### config.mk
export PLATFORM = sky130hd
export DESIGN_NAME = vsf_seq
export DESIGN_NICKNAME = d
export VERILOG_FILES = /design/src/design/vsf_pkg.sv /design/src/design/vsf_seq.sv
export SDC_FILE = /design/constraint.sdc
export NUM_CORES = 1
export LEC_CHECK = 0
export BUFFER_PORTS_ARGS = -buffer_cell sky130_fd_sc_hd__buf_2
export CORE_ASPECT_RATIO = 1.5
export CORE_UTILIZATION = 35
export CTS_CLUSTER_SIZE = 10
export DETAILED_ROUTE_END_ITERATION = 8
export PLACE_DENSITY = 0.49
export SKIP_CTS_REPAIR_TIMING = 1
export SLEW_MARGIN = 25
export SYNTH_ARGS = -nofsm -noshare
export SYNTH_HDL_FRONTEND = slang
export SYNTH_SLANG_ARGS = --single-unit
export TNS_END_PERCENT = 5
### constraint.sdc
create_clock -name clock -period 20.7 [get_ports clock]
set_input_delay 1.035 -clock clock [delete_from_list [all_inputs] [get_ports clock]]
set_output_delay 1.035 -clock clock [all_outputs]
set_load 0.02 [all_outputs]
### src/design/vsf_pkg.sv
// Package with the constants, types and helper functions of the Volterra filter.
`default_nettype none

package vsf_pkg;

   localparam int MEM_LEN  = 8;
   localparam int LAG_W    = (MEM_LEN > 1) ? $clog2(MEM_LEN) : 1;
   localparam int KLEN1    = MEM_LEN;
   localparam int KLEN2    = MEM_LEN * MEM_LEN;
   localparam int KLEN3    = MEM_LEN * MEM_LEN * MEM_LEN;
   localparam int KSTORE   = KLEN1 + KLEN2 + KLEN3;
   localparam int KADDR_W  = $clog2(KSTORE);

   localparam int SAMPLE_W = 16;
   localparam int COEFF_W  = 16;
   localparam int TERM_W   = 32;
   localparam int ACC_W    = 48;
   localparam int PROD_W   = 64;
   localparam int HO_W     = 2;
   localparam int MODE_W   = 2;
   localparam int IDX_W    = 9;

   localparam int REQ_DATA_W = 48;
   localparam int RSP_DATA_W = 4 * TERM_W;

   localparam int SHIFT1 = 15;
   localparam int SHIFT2 = 30;
   localparam int SHIFT3 = 45;

   localparam logic signed [ACC_W-1:0] ACC_MAX =
      {{(ACC_W-TERM_W+1){1'b0}}, {(TERM_W-1){1'b1}}};
   localparam logic signed [ACC_W-1:0] ACC_MIN =
      {{(ACC_W-TERM_W+1){1'b1}}, {(TERM_W-1){1'b0}}};

   localparam logic [HO_W-1:0] HO_RESET = 2'd3;

   typedef enum logic [MODE_W-1:0] {
      MODE_PUSH    = 2'd0,
      MODE_LOAD    = 2'd1,
      MODE_RESTART = 2'd2
   } mode_type;

   typedef enum logic [1:0] {
      ORD1 = 2'd1,
      ORD2 = 2'd2,
      ORD3 = 2'd3
   } ord_type;

   typedef enum logic [2:0] {
      ST_CLEAR,
      ST_IDLE,
      ST_RUN,
      ST_DRAIN,
      ST_EMIT
   } st_type;

   typedef struct packed {
      logic                       vld;
      logic                       clr;
      logic                       last;
      ord_type                    ord;
      logic signed [SAMPLE_W-1:0] tap_x;
      logic signed [SAMPLE_W-1:0] tap_y;
      logic signed [SAMPLE_W-1:0] tap_z;
   } issue_type;

   typedef struct packed {
      logic               we;
      logic [KADDR_W-1:0] waddr;
      logic [COEFF_W-1:0] wdata;
      logic [KADDR_W-1:0] raddr;
   } ram_ctl_type;

   typedef struct packed {
      logic signed [TERM_W-1:0] third_order_term;
      logic signed [TERM_W-1:0] second_order_term;
      logic signed [TERM_W-1:0] first_order_term;
      logic signed [TERM_W-1:0] total_output;
   } res_type;

   function automatic logic signed [TERM_W-1:0] sat_term(input logic signed [ACC_W-1:0] v);
      logic signed [TERM_W-1:0] r;
      if (v > ACC_MAX) begin
         r = ACC_MAX[TERM_W-1:0];
      end else if (v < ACC_MIN) begin
         r = ACC_MIN[TERM_W-1:0];
      end else begin
         r = v[TERM_W-1:0];
      end
      return r;
   endfunction

endpackage

`default_nettype wire

### src/design/vsf_seq.sv
// Sequencer: kernel store clearing, loads, sample history and coefficient sweep.
`default_nettype none

module vsf_seq
   import vsf_pkg::*;
(
   input  wire logic                       clock,
   input  wire logic                       reset,
   input  wire logic                       req_valid,
   output logic                            req_ready,
   input  wire logic [MODE_W-1:0]          req_mode,
   input  wire logic signed [SAMPLE_W-1:0] req_sample,
   input  wire logic [1:0]                 req_coeff_order,
   input  wire logic [IDX_W-1:0]           req_coeff_index,
   input  wire logic [COEFF_W-1:0]         req_coeff_value,
   input  wire logic [HO_W-1:0]            highest_order,
   input  wire logic                       mac_done,
   input  wire logic                       out_free,
   output ram_ctl_type                     ram_ctl,
   output issue_type                       issue,
   output logic                            load_out
);

   localparam logic [LAG_W-1:0] LAG_MAX = LAG_W'(MEM_LEN - 1);

   st_type                     st_ff, st_in;
   ord_type                    ord_ff, ord_in, top_ord;
   logic [KADDR_W-1:0]         addr_ff, addr_in;
   logic [KADDR_W-1:0]         clr_ff, clr_in;
   logic [LAG_W-1:0]           ix_ff, ix_in, iy_ff, iy_in, iz_ff, iz_in;
   logic signed [SAMPLE_W-1:0] hist_ff [MEM_LEN];
   logic signed [SAMPLE_W-1:0] hist_in [MEM_LEN];
   logic signed [SAMPLE_W-1:0] rx_ff [MEM_LEN];
   logic signed [SAMPLE_W-1:0] rx_in [MEM_LEN];
   logic signed [SAMPLE_W-1:0] ry_ff [MEM_LEN];
   logic signed [SAMPLE_W-1:0] ry_in [MEM_LEN];
   logic signed [SAMPLE_W-1:0] rz_ff [MEM_LEN];
   logic signed [SAMPLE_W-1:0] rz_in [MEM_LEN];
   logic                       x_end, y_end, z_end, ord_end;
   logic                       load_ok;
   logic [KADDR_W-1:0]         load_addr;

   always_ff @(posedge clock) begin
      if (reset) begin
         st_ff <= ST_CLEAR;
         clr_ff <= '0;
         for (int i = 0; i < MEM_LEN; i++) begin
            hist_ff[i] <= '0;
         end
      end else begin
         st_ff <= st_in;
         clr_ff <= clr_in;
         hist_ff <= hist_in;
      end
   end

   always_ff @(posedge clock) begin
      ord_ff <= ord_in;
      addr_ff <= addr_in;
      ix_ff <= ix_in;
      iy_ff <= iy_in;
      iz_ff <= iz_in;
      rx_ff <= rx_in;
      ry_ff <= ry_in;
      rz_ff <= rz_in;
   end

   always_comb begin
      case (highest_order)
         2'd2: top_ord = ORD2;
         2'd3: top_ord = ORD3;
         default: top_ord = ORD1;
      endcase
   end

   always_comb begin
      load_ok = 1'b0;
      load_addr = '0;
      case (ord_type'(req_coeff_order))
         ORD1: begin
            load_ok = 32'(req_coeff_index) < KLEN1;
            load_addr = KADDR_W'(req_coeff_index);
         end
         ORD2: begin
            load_ok = 32'(req_coeff_index) < KLEN2;
            load_addr = KADDR_W'(KLEN1) + KADDR_W'(req_coeff_index);
         end
         ORD3: begin
            load_ok = 32'(req_coeff_index) < KLEN3;
            load_addr = KADDR_W'(KLEN1 + KLEN2) + KADDR_W'(req_coeff_index);
         end
         default: begin
            load_ok = 1'b0;
         end
      endcase
   end

   always_comb begin
      x_end = (ix_ff == LAG_MAX);
      y_end = (iy_ff == LAG_MAX);
      z_end = (iz_ff == LAG_MAX);
      case (ord_ff)
         ORD1: ord_end = x_end;
         ORD2: ord_end = x_end && y_end;
         ORD3: ord_end = x_end && y_end && z_end;
         default: ord_end = 1'b1;
      endcase
   end

   always_comb begin
      st_in = st_ff;
      ord_in = ord_ff;
      addr_in = addr_ff;
      clr_in = clr_ff;
      ix_in = ix_ff;
      iy_in = iy_ff;
      iz_in = iz_ff;
      hist_in = hist_ff;
      rx_in = rx_ff;
      ry_in = ry_ff;
      rz_in = rz_ff;
      ram_ctl.we = 1'b0;
      ram_ctl.waddr = clr_ff;
      ram_ctl.wdata = '0;
      ram_ctl.raddr = addr_ff;
      issue = '0;
      issue.ord = ord_ff;
      issue.tap_x = rx_ff[0];
      issue.tap_y = ry_ff[0];
      issue.tap_z = rz_ff[0];
      req_ready = 1'b0;
      load_out = 1'b0;
      case (st_ff)
         ST_CLEAR: begin
            ram_ctl.we = 1'b1;
            if (clr_ff == KADDR_W'(KSTORE - 1)) begin
               st_in = ST_IDLE;
            end else begin
               clr_in = clr_ff + 1'b1;
            end
         end
         ST_IDLE: begin
            req_ready = 1'b1;
            if (req_valid) begin
               case (mode_type'(req_mode))
                  MODE_PUSH: begin
                     hist_in[0] = req_sample;
                     for (int i = 1; i < MEM_LEN; i++) begin
                        hist_in[i] = hist_ff[i-1];
                     end
                     rx_in = hist_in;
                     ry_in = hist_in;
                     rz_in = hist_in;
                     ix_in = '0;
                     iy_in = '0;
                     iz_in = '0;
                     addr_in = '0;
                     ord_in = ORD1;
                     st_in = ST_RUN;
                  end
                  MODE_LOAD: begin
                     ram_ctl.we = load_ok;
                     ram_ctl.waddr = load_addr;
                     ram_ctl.wdata = req_coeff_value;
                  end
                  MODE_RESTART: begin
                     for (int i = 0; i < MEM_LEN; i++) begin
                        hist_in[i] = '0;
                     end
                  end
                  default: begin
                     st_in = ST_IDLE;
                  end
               endcase
            end
         end
         ST_RUN: begin
            issue.vld = 1'b1;
            issue.clr = (addr_ff == '0);
            addr_in = addr_ff + 1'b1;
            if (ord_end) begin
               ix_in = '0;
               iy_in = '0;
               iz_in = '0;
               rx_in = hist_ff;
               ry_in = hist_ff;
               rz_in = hist_ff;
               if (ord_ff != top_ord) begin
                  case (ord_ff)
                     ORD1: ord_in = ORD2;
                     default: ord_in = ORD3;
                  endcase
               end else begin
                  issue.last = 1'b1;
                  st_in = ST_DRAIN;
               end
            end else begin
               ix_in = x_end ? '0 : ix_ff + 1'b1;
               for (int i = 0; i < MEM_LEN - 1; i++) begin
                  rx_in[i] = rx_ff[i+1];
               end
               rx_in[MEM_LEN-1] = rx_ff[0];
               if (x_end) begin
                  iy_in = y_end ? '0 : iy_ff + 1'b1;
                  for (int i = 0; i < MEM_LEN - 1; i++) begin
                     ry_in[i] = ry_ff[i+1];
                  end
                  ry_in[MEM_LEN-1] = ry_ff[0];
                  if (y_end) begin
                     iz_in = iz_ff + 1'b1;
                     for (int i = 0; i < MEM_LEN - 1; i++) begin
                        rz_in[i] = rz_ff[i+1];
                     end
                     rz_in[MEM_LEN-1] = rz_ff[0];
                  end
               end
            end
         end
         ST_DRAIN: begin
            if (mac_done) begin
               st_in = ST_EMIT;
            end
         end
         ST_EMIT: begin
            if (out_free) begin
               load_out = 1'b1;
               st_in = ST_IDLE;
            end
         end
         default: begin
            st_in = ST_IDLE;
         end
      endcase
   end

endmodule

`default_nettype wire

==> results.toml <==
[grt]
first_global_vias = 17720
grtUsageTotal = 0.1793
grt_pass1_wl_um = 100100
overflow = 0
grt_start_max_net_pins = 240
antenna_found_initial = 6

[place]
dp_hpwl_um = 37000
gp_congestion = 0.7810
portBuffers = 143

[synthesis]
synthSimpleGateAreaFrac = 0.1267
synth-edff-count = 405
syn_inst = 2239
synth_flop_cell = "edfxtp_1"
avgSynthCellArea_um2 = 11.02
synth-xor-area-share = 0.006388
netlist_area_um2 = 24680
yosys_warnings = 0
synth_compound_area_frac = 0.1973
async_flop_share = 0
synth_top_family_by_area = "compound AO/OA/AOI/OAI gates"
synth_nets = 2306
synth_mux_area_frac = 0.001673
synthAdderAreaFrac = 0.007604
yosys.cell_types.count = 52
synth-seq-cells = 546
ys_seq_area_frac = 0.6071

[setup_path]
crit_buf_inv = 3
cp-start-kind = "register"
path_cells = "nand2_8, inv_4, a21oi_1, a31oi_4, buf_6, buf_4"
crit_arrival_ns = 4.40
crit_fanout = 69
critPathKind = "reg2reg"
slowest_delay_ns = 0.89
cp-startpoint = "st_ff[1]"
r2r-start = "st_ff[1]"
required_ns = 20.96
critPathCaptureType = "register"
cpLargestDelayFamily = "buffers and inverters"
crit_slowest_cell = "buf_4"

[die]
ios = 144
die_h_um = 327.2
coreArea_um2 = 69390
dieArea_um2 = 71600
die-width_um = 218.8
start_util = 0.3557
row_count = 118

[cts]
cts_tree = "yes"
cts_buffers = 60
clkLatencyLatePin_ns = 0.64
cts.sinks = 546
clkTransAtPathRegs_ns = 0.06
clockBufferDepth = 3
h-tree-depth = 2
cts_root_buffer = "clkbuf_16"

[min_path]
min-delay-start = "hist_ff[9]"
hold_class = "reg2reg"

[drt]
drt-pass1-iter-count = 5
wl_per_cell_um = 19.98
drt-total-wl_um = 64450
ant_nets = 0
drc = 0
vias = 17037
drtIter0Drc = 829
via_per_inst = 5.283

[timing]
slew_headroom = 0.3004
rsz0062_at_grt = "false"
fin_crit_sh = 0.2003
maxSlewViolCount = 0
clock_skew_ns = 0.02355
hold_ws_ns = 0.5014
max_freq_mhz = 241.2
period_minus_slack_ns = 4.145
tightest_slew_ns = 1.049
tns_ns = 0
setup-violations-final = 0
hold_violations = 0

[cells_and_area]
multi_input_area_um2 = 8448
area_growth_pct = 10.61
fillers = 6840
drive_gt1_frac = 0.1467
nNetsFinal = 2341
seqCellArea_um2 = 14980

[status]
status = "completed"

[power_and_ir_drop]
p_leak_nw = 10.08
ir_worst_vdd_mv = 0.06385
p_per_area_nw_per_um2 = 79.61
power_mw = 2.173

[job]
maxCapViolations = 0
==> cell type report <==
class,instances,area share
Clock buffer,110,0.06265
Timing Repair Buffer,164,0.03415
Multi-Input combinational cell,1490,0.3095
Sequential cell,546,0.5489
Tap cell,900,0.04125
Inverter,12,0.002017
Clock inverter,2,0.001467
Antenna cell,1,0.00009167
==> placed cells by master, fill, tap and decap left out, drive strengths merged, types with 4 or more instances in the layout <==
master  instances
a21oi         519
nand2         414
edfxtp        405
nor2          286
buf           164
dfxtp         141
a22oi         130
clkbuf        110
and3           22
o21ai          16
ha             15
inv            14
xor2           11
nand4           8
nor3            8
xnor2           7
nand3           7
and2            6
nand2b          5
nor3b           5
nor4            4
==> registers in the layout, indices dropped and copies added (netlist names) <==
| name | count |
|---|---|
| addr_ff | 10 |
| iz_ff | 3 |
| hist_ff | 128 |
| rx_ff | 112 |
| ord_ff | 2 |
| ry_ff | 112 |
| issue | 48 |
| iy_ff | 3 |
| st_ff | 3 |
| ix_ff | 3 |
| rz_ff | 112 |
| clr_ff | 10 |
==> worst reg2reg max path: cells and delay by family (launching register included) <==
kind            cells  cell delay (ns)
simple gates        1             0.52
flops               1             0.63
compound gates      2             0.52
buf+inv             3             2.05
==> stage by stage <==
step | std cells | cell area [µm²] | setup slack, ns | util
floorplan | 2239 | 24680 | 11.93 | -
global placement | 3111 | 25500 | 16.15 | 0.3675
detailed placement | 3111 | 25510 | 16.32 | 0.3676
CTS | 3223 | 27260 | 16.45 | 0.3928
global route | 3225 | 27300 | 16.24 | 0.3934
finish | 3225 | 27300 | 16.55 | 0.3934
==> report_power, final <==
group / switching, mW / total [mW] / internal [mW]
clock: 0.433 / 0.985 / 0.553
sequential: 0.000782 / 1.16 / 1.16
combinational: 0.0168 / 0.0255 / 0.00870
total: 0.450 / 2.17 / 1.72
==> per-layer routing <==
layer,global-route usage,wire (µm),vias up
met5,0,22,-
met4,0.06492,2176,4
met3,0.03138,2954,108
met2,0.3201,32680,406
met1,0.2135,26610,8482
li1,-,-,8037
==> worst paths after layout <==
path                                    to  slack [ns]  depth (start not counted)
worst min register to register  hist_ff[9]        0.50                          2
worst max-delay path             rz_ff[71]       16.55                          6
worst min-delay path            hist_ff[9]        0.50                          2
worst max register to register   rz_ff[71]       16.55                          6
==> cell families after synthesis <==
logic type,Yosys count
simple gates,775
compound gates,678
buf+inv,203
fa+ha+maj,15
xor+xnor,18
flops,546
mux,4
==> synth_stat cells, types with 4 or more instances <==
master    instances  area (µm²)
and3_1           21       131.4
o21ai_0          16       80.08
buf_12           11       220.2
and2_1            6       37.54
buf_1             5       18.77
nand2_1         413        1550
clkbuf_1         31       116.4
a22oi_1         130       975.9
dfxtp_1         141        2823
inv_1            11       41.29
xnor2_1           7       61.31
xor2_1           11       96.34
nor3b_1           4       30.03
nand3_1           7       35.03
buf_4            64       480.5
edfxtp_1        405       12160
ha_1             15       187.7
nand4_1           8       50.05
buf_2            74       370.4
a21oi_1         420        2102
buf_6             4       45.04
a21oi_4          99        1610
nor3_1            7       35.03
nor2_1          286        1074
nand2b_1          5       31.28
No activity file was read; power rests on OpenSTA's default activity.
